<file path="config.mk">
export PLATFORM = sky130hd
export DESIGN_NAME = arx_permutation_128
export DESIGN_NICKNAME = d
export VERILOG_FILES = /design/src/rtl/core/arx128_pkg.sv /design/src/rtl/core/arx_permutation_128.sv /design/src/rtl/core/arx128_hadd_ab.sv /design/src/rtl/core/arx128_hadd_cd.sv /design/src/rtl/core/arx128_vmix.sv
export VERILOG_INCLUDE_DIRS = /design/src /design/src/rtl/core
export SDC_FILE = /design/constraint.sdc
export NUM_CORES = 2
export LEC_CHECK = 0
export ABC_AREA = 1
export BUFFER_PORTS_ARGS = -buffer_cell sky130_fd_sc_hd__buf_4
export CAP_MARGIN = 20
export CORE_AREA = 2 2 330 577
export CTS_CLUSTER_DIAMETER = 40
export DETAILED_ROUTE_END_ITERATION = 8
export DIE_AREA = 0 0 332 579
export PLACE_DENSITY = 0.38
export SYNTH_ARGS = -nofsm -noshare
export SYNTH_HDL_FRONTEND = slang
export SYNTH_SLANG_ARGS = --single-unit
</file>
<file path="constraint.sdc">
create_clock -name clock -period 4.6 [get_ports clock]
set_clock_uncertainty 0.2 [all_clocks]
set_input_delay 0.46 -clock clock [delete_from_list [all_inputs] [get_ports clock]]
set_output_delay 0.46 -clock clock [all_outputs]
set_load 0.03 [all_outputs]
</file>
<file path="src/rtl/core/arx_permutation_128_assert.svh">
// ----------------------------------------------------------------------------
// ARX permutation assertion macros
// Concurrent assertion wrappers that compile away when SYNTHESIS is defined.
// ----------------------------------------------------------------------------
`ifndef ARX_PERMUTATION_128_ASSERT_SVH
`define ARX_PERMUTATION_128_ASSERT_SVH

`ifndef SYNTHESIS

// The expression must hold at every clock edge outside reset.
`define ARX128_ASSERT_HOLD(label, clk, rst, expr) \
   label: assert property (@(posedge clk) disable iff (rst) (expr)) \
      else $error("assertion failed: expression does not hold");

// The consequent must hold whenever the antecedent holds at the same edge.
`define ARX128_ASSERT_IMPLIES(label, clk, rst, ante, cons) \
   label: assert property (@(posedge clk) disable iff (rst) (ante) |-> (cons)) \
      else $error("assertion failed: implication violated");

`else

`define ARX128_ASSERT_HOLD(label, clk, rst, expr)
`define ARX128_ASSERT_IMPLIES(label, clk, rst, ante, cons)

`endif

`endif

</file>
<file path="src/rtl/core/arx128_pkg.sv">
// ----------------------------------------------------------------------------
// ARX permutation package
// Shared types, rotation amounts and step functions for the pipeline stages.
// ----------------------------------------------------------------------------
package arx128_pkg;

   localparam int unsigned WORD_WIDTH   = 32;
   localparam int unsigned ROUND_COUNT  = 2;
   localparam int unsigned STAGES_PER_ROUND = 3;
   localparam int unsigned PIPE_LATENCY = ROUND_COUNT * STAGES_PER_ROUND;

   // Rotation amounts of the horizontal and vertical steps.
   localparam int unsigned ROT_H_A = 1;
   localparam int unsigned ROT_H_B = 2;
   localparam int unsigned ROT_H_C = 5;
   localparam int unsigned ROT_H_D = 7;
   localparam int unsigned ROT_V_A = 11;
   localparam int unsigned ROT_V_B = 13;
   localparam int unsigned ROT_V_C = 17;
   localparam int unsigned ROT_V_D = 19;

   typedef logic [WORD_WIDTH-1:0] word_type;

   typedef struct packed {
      logic     valid;
      word_type a;
      word_type b;
      word_type c;
      word_type d;
   } stage_type;

   function automatic word_type rotl(input word_type x, input int unsigned amount);
      word_type result;
      result = (x << amount) | (x >> (WORD_WIDTH - amount));
      return result;
   endfunction

   // Bitwise choice: takes one where sel is set, zero elsewhere.
   function automatic word_type choose(input word_type sel, input word_type one,
                                       input word_type zero);
      word_type result;
      result = zero ^ (sel & (one ^ zero));
      return result;
   endfunction

endpackage

</file>
<file path="src/rtl/core/arx_permutation_128.sv">
// ----------------------------------------------------------------------------
// ARX permutation, 128-bit block
// Fully pipelined permutation of four 32-bit words over ROUND_COUNT rounds.
// ----------------------------------------------------------------------------
// A block is taken on every clock edge at which start is high and busy is
// low, one transaction per cycle with no gaps needed between them. Busy is
// high during reset and in the first cycle after it, and for nothing else,
// so once busy has fallen the block takes a transaction in
// every cycle. Each transaction, having passed the register stages of
// all ROUND_COUNT rounds in turn, comes back on the rsp_ ports,
// marked by rsp_valid for a single cycle; results leave in the order the
// blocks arrived. Every round occupies three register stages: one for the
// horizontal add-xor-rotate steps of words a and b, one for those of words
// c and d, and one for the four vertical choice-xor-rotate steps. The two
// chained 32-bit adds of a horizontal stage set the clock period. Since the
// receiver cannot hold results off, there is no back-pressure: a valid bit
// moves with every block through the stages and nothing is ever stalled.
// ----------------------------------------------------------------------------
`include "arx_permutation_128_assert.svh"

module arx_permutation_128 (
   input  logic                 clock,
   input  logic                 reset,
   input  logic                 start,
   output logic                 busy,
   input  arx128_pkg::word_type req_word_in_a,
   input  arx128_pkg::word_type req_word_in_b,
   input  arx128_pkg::word_type req_word_in_c,
   input  arx128_pkg::word_type req_word_in_d,
   output logic                 rsp_valid,
   output arx128_pkg::word_type rsp_word_out_a,
   output arx128_pkg::word_type rsp_word_out_b,
   output arx128_pkg::word_type rsp_word_out_c,
   output arx128_pkg::word_type rsp_word_out_d
);
   import arx128_pkg::*;

   // Busy is held during reset and in the cycle after it, so that no
   // transaction is taken while the pipeline valid bits are being cleared.
   logic busy_ff;
   logic busy_in;

   // Stage boundaries: entry 0 is the request port, the last entry the
   // output register of the final vertical stage.
   stage_type pipe [0:PIPE_LATENCY];

   assign busy_in = 1'b0;

   always_ff @(posedge clock) begin
      if (reset) begin
         busy_ff <= 1'b1;
      end else begin
         busy_ff <= busy_in;
      end
   end

   assign busy = busy_ff;

   always_comb begin
      pipe[0].valid = start & ~busy_ff;
      pipe[0].a     = req_word_in_a;
      pipe[0].b     = req_word_in_b;
      pipe[0].c     = req_word_in_c;
      pipe[0].d     = req_word_in_d;
   end

   // One group of three stages for each round.
   for (genvar r = 0; r < ROUND_COUNT; r++) begin : g_round
      arx128_hadd_ab u_hadd_ab (
         .clock     (clock),
         .reset     (reset),
         .stage_in  (pipe[r*STAGES_PER_ROUND]),
         .stage_out (pipe[r*STAGES_PER_ROUND + 1])
      );

      arx128_hadd_cd u_hadd_cd (
         .clock     (clock),
         .reset     (reset),
         .stage_in  (pipe[r*STAGES_PER_ROUND + 1]),
         .stage_out (pipe[r*STAGES_PER_ROUND + 2])
      );

      arx128_vmix u_vmix (
         .clock     (clock),
         .reset     (reset),
         .stage_in  (pipe[r*STAGES_PER_ROUND + 2]),
         .stage_out (pipe[r*STAGES_PER_ROUND + 3])
      );
   end

   assign rsp_valid      = pipe[PIPE_LATENCY].valid;
   assign rsp_word_out_a = pipe[PIPE_LATENCY].a;
   assign rsp_word_out_b = pipe[PIPE_LATENCY].b;
   assign rsp_word_out_c = pipe[PIPE_LATENCY].c;
   assign rsp_word_out_d = pipe[PIPE_LATENCY].d;

   // Every response traces back to a request exactly the pipeline depth ago.
   `ARX128_ASSERT_IMPLIES(a_rsp_has_req, clock, reset, rsp_valid, $past(start && !busy, PIPE_LATENCY))
   // Outside reset, busy is high only in the first cycle after reset.
   `ARX128_ASSERT_HOLD(a_ready_after_reset, clock, reset, busy == $past(reset))
   // Reset flushes every stage, so no stale response follows it.
   `ARX128_ASSERT_IMPLIES(a_flush_on_reset, clock, reset, $fell(reset), !rsp_valid)

endmodule

</file>
<file path="src/rtl/core/arx128_hadd_ab.sv">
// ----------------------------------------------------------------------------
// ARX horizontal stage, words a and b
// Registers the first two add-xor-rotate steps of a round.
// ----------------------------------------------------------------------------
module arx128_hadd_ab (
   input  logic                  clock,
   input  logic                  reset,
   input  arx128_pkg::stage_type stage_in,
   output arx128_pkg::stage_type stage_out
);
   import arx128_pkg::*;

   stage_type stage_ff;
   stage_type stage_in_next;
   word_type  a_new;
   word_type  b_new;

   always_comb begin
      a_new = rotl(stage_in.a + (stage_in.b ^ stage_in.c ^ stage_in.d), ROT_H_A);
      b_new = rotl(stage_in.b + (a_new ^ stage_in.c ^ stage_in.d), ROT_H_B);
      stage_in_next       = stage_in;
      stage_in_next.a     = a_new;
      stage_in_next.b     = b_new;
   end

   always_ff @(posedge clock) begin
      if (reset) begin
         stage_ff <= '0;
      end else begin
         stage_ff <= stage_in_next;
      end
   end

   assign stage_out = stage_ff;

endmodule

</file>
<file path="src/rtl/core/arx128_hadd_cd.sv">
// ----------------------------------------------------------------------------
// ARX horizontal stage, words c and d
// Registers the last two add-xor-rotate steps of a round.
// ----------------------------------------------------------------------------
module arx128_hadd_cd (
   input  logic                  clock,
   input  logic                  reset,
   input  arx128_pkg::stage_type stage_in,
   output arx128_pkg::stage_type stage_out
);
   import arx128_pkg::*;

   stage_type stage_ff;
   stage_type stage_in_next;
   word_type  c_new;
   word_type  d_new;

   always_comb begin
      c_new = rotl(stage_in.c + (stage_in.a ^ stage_in.b ^ stage_in.d), ROT_H_C);
      d_new = rotl(stage_in.d + (stage_in.a ^ stage_in.b ^ c_new), ROT_H_D);
      stage_in_next   = stage_in;
      stage_in_next.c = c_new;
      stage_in_next.d = d_new;
   end

   always_ff @(posedge clock) begin
      if (reset) begin
         stage_ff <= '0;
      end else begin
         stage_ff <= stage_in_next;
      end
   end

   assign stage_out = stage_ff;

endmodule

</file>
<file path="src/rtl/core/arx128_vmix.sv">
// ----------------------------------------------------------------------------
// ARX vertical stage
// Registers the four choice-xor-rotate steps that close a round.
// ----------------------------------------------------------------------------
module arx128_vmix (
   input  logic                  clock,
   input  logic                  reset,
   input  arx128_pkg::stage_type stage_in,
   output arx128_pkg::stage_type stage_out
);
   import arx128_pkg::*;

   stage_type stage_ff;
   word_type  a_new;
   word_type  b_new;
   word_type  c_new;
   word_type  d_new;

   // Pure bitwise logic, so all four dependent steps fit in one stage.
   always_comb begin
      a_new = rotl(stage_in.a ^ choose(stage_in.b, stage_in.c, stage_in.d), ROT_V_A);
      b_new = rotl(stage_in.b ^ choose(a_new, stage_in.c, stage_in.d), ROT_V_B);
      c_new = rotl(stage_in.c ^ choose(a_new, b_new, stage_in.d), ROT_V_C);
      d_new = rotl(stage_in.d ^ choose(a_new, b_new, c_new), ROT_V_D);
   end

   always_ff @(posedge clock) begin
      if (reset) begin
         stage_ff <= '0;
      end else begin
         stage_ff.valid <= stage_in.valid;
         stage_ff.a     <= a_new;
         stage_ff.b     <= b_new;
         stage_ff.c     <= c_new;
         stage_ff.d     <= d_new;
      end
   end

   assign stage_out = stage_ff;

endmodule
</file>
==> metrics.csv <==
stage,metric,value,unit
outcome,outcome,"finished, violations left",
outcome,failing checks,setup timing,
sta,Max-slew headroom,11.67,%
sta,Total Negative Setup Slacks,-2653,ps
synthesis,"Distinct cells, synth",53,
min_path,HP Start,req_word_in_b[17],
route,WL/cell,30.61,um
route,detailed-route via count,57460,
setup_path,worst reg2reg path startpoint,g_round[1].u_hadd_ab.stage_out[64],
cts,clk_lat worst skew,830,ps
setup_path,worst reg2reg path depth,29,
floorplanning,core area,188000,um^2
global_routing,vias in the first global route,60310,
route,first-iteration detailed-routing DRC count,2719,
global_routing,largest net degree at the start of global routing,165,
min_path,Worst Hold Class,in -> reg,
layout,area grow syn2layout,75.30,%
cts,TritonCTS Buffers,118,
route,routed wire length,367800,um
sta,Final setup viols,31,
setup_path,CP arrival,5310,ps
place,input/output buffers,260,
setup_path,critical register-to-register path endpoint,g_round[1].u_hadd_cd.stage_out[14],
setup_path,critical setup path kind,reg -> reg,
synthesis,Post-Synthesis Cells,6918,
layout,"commonest non-fill, non-tap cell in the layout",buf_4,
sta,RSZ-0062 raised after global routing,yes,
global_routing,initial antenna violation count,49,
sta,final period utilization,104.2,%
synthesis,Mapped Avg Cell Area,6.739,um^2
sta,highest clock rate,208.6,MHz
sta,Final WS setup,-192.8,ps
setup_path,slowest stage cell on the critical path,fa_2,
synthesis,"FFs w/ async S/R, synth",0,%
synthesis,register area share after synthesis,33.28,%
sta,hold_ws,35.87,ps
synthesis,Synth top area share,33.28,%
synthesis,Post-Syn Area,46620,um^2
route,first drt pass iteration count,6,
floorplanning,Initial Util,24.80,%
layout,most frequent cells in the layout,"buf_4 (2090), nand2_1 (1179), inv_1 (958), nand3_1 (790), nor2_1 (770)",
setup_path,CP max FO,3,
cts,clock root buffer,clkbuf_16,
cts,H-Tree Depth,3,
cts,Clock Path Buffers,3,
layout,Final nets,9770,
synthesis,#FFs+latches synth,775,
synthesis,ranking of synthesized cells by area,"dfxtp_1 (33%), nand2_1 (12%), nand3_1 (9.1%), inv_1 (8.3%), nor2_1 (7.3%)",
synthesis,synth warn,0,
cts,clk slew on worst S/H paths,60,ps
global_routing,Total GRT Usage,37.53,%
setup_path,CP peak stage delay,390,ps
cts,CTS tree,built,
route,DRC errors left,0,
min_path,hold path depth,6,
layout,fin util,43.48,%
floorplanning,Die W,332,um
floorplanning,Cell Rows,211,
setup_path,"Req. time, crit path",5120,ps
synthesis,cell taking the most area after synthesis,dfxtp_1,
place,Place WS,-1641,ps
layout,share of cells above drive strength 1,40.05,%
place,Post-DP HPWL,315000,um
global_routing,global-route wire length before repair,484100,um
setup_path,Critical Path Sink Type,flip-flop,
synthesis,"Top FF cell, synth",dfxtp_1,
synthesis,Mapped Nets,7315,
setup_path,CP Launch Type,flip-flop,
sta,fin crit period,4793,ps
sta,"Slew Viols, Final",0,
setup_path,r2r setup slk,-190,ps
sta,worst slew pin tran,1320,ps
setup_path,Crit path top cell by count,buf_6,
min_path,WHS Endpoint,g_round[0].u_hadd_ab.stage_out[83],
global_routing,GR Overflow Total,0,
floorplanning,Die ar.,192200,um^2
synthesis,Post-synth EDFFs,0,
sta,"Hold Vio Cnt, Final",0,
floorplanning,Chip Height,579,um
job,maxcap violations,0,
floorplanning,I/O pin cnt,261,
cts,CTS Sinks,775,
route,Vias/cell,4.782,
route,ANT nets after route,0,
place,gp weighted congestion,1.104,
==> cell type report <==
type / count / area, um^2
Fill cell: 19680 / 106200
Multi-Input combinational cell: 5027 / 34310
Timing Repair Buffer: 2421 / 20240
Sequential cell: 775 / 15660
Inverter: 1030 / 3896
Clock buffer: 137 / 3074
Tap cell: 2449 / 3064
Clock inverter: 87 / 1265
Antenna cell: 90 / 225.2
==> Yosys cell counts (8+ instances only) <==
library cell	number
nand4_1	18
nand2_1	1436
nor3_1	52
clkbuf_1	81
dfxtp_1	775
nand3b_1	27
ha_1	258
fa_1	8
xnor3_1	15
nor4_1	18
o21ai_1	26
a31oi_1	14
xor2_1	246
inv_1	1029
nand3_1	850
o21ai_2	12
a21o_1	40
o21a_1	17
nand2_2	18
a21oi_2	15
a21oi_1	576
xnor2_1	186
o21ai_0	200
o21bai_1	33
nor2_1	903
==> kinds of logic after synthesis <==
kind of cell	synth area share, %
compound gates	11.28
xor+xnor	8.977
fa+ha+maj	7.267
buf+inv	8.990
flops	33.28
simple gates	30.20
==> state kept, by name (all words and copies together) (netlist names) <==
signal,cells
g_round.u_hadd_cd.stage_out,258
busy,1
g_round.u_hadd_ab.stage_out,258
g_round.u_vmix.stage_out,258
==> through the flow <==
step,instances,area (um^2)
after detailed placement,11430,66900
after CTS,11850,77440
after global placement,11430,66860
after floorplan,6918,46620
final,12020,81730
after global routing,11980,81640
==> worst max path at each step <==
stage	startpoint	to	slack [ps]	depth (start not counted)
after floorplan	g_round[1].u_hadd_ab.stage_out[66]	g_round[1].u_hadd_cd.stage_out[29]	620	31
after global placement	g_round[1].u_hadd_ab.stage_out[64]	g_round[1].u_hadd_cd.stage_out[2]	-2460	26
after detailed placement	g_round[1].u_hadd_ab.stage_out[64]	g_round[1].u_hadd_cd.stage_out[2]	-1640	26
after CTS	g_round[0].u_vmix.stage_out[60]	g_round[1].u_hadd_ab.stage_out[82]	-280	29
after global routing	g_round[1].u_hadd_ab.stage_out[64]	g_round[1].u_hadd_cd.stage_out[6]	-270	34
final	g_round[1].u_hadd_ab.stage_out[64]	g_round[1].u_hadd_cd.stage_out[14]	-190	29
==> routing by layer <==
metal	track usage [%]	routed length (um)
met5	0	35
met3	6.116	12010
met1	21.95	82160
met4	58.55	70120
met2	75.01	203400
==> timing repair <==
action	4_1_cts	5_1_grt
hold buffers	85	0
buffers inserted	128	111
endpoints found under the setup margin	98	87
pin swaps	288	409
resized for setup	1062	799
endpoints found under the hold margin	88	0
==> worst max-delay path, delay by kind of cell (launching register included) <==
kind	cells	cell delay, ps
xor gates and xnor gates	2	280
AOI/OAI and AO/OA	4	850
and+or+nand+nor	10	860
buffers and inverters	10	1290
adders and majority gates	3	850
DFF	1	340
Power is left out: the tool's default activity adds up to more than one toggle a clock period on the data nets, which glitch-free logic cannot reach.
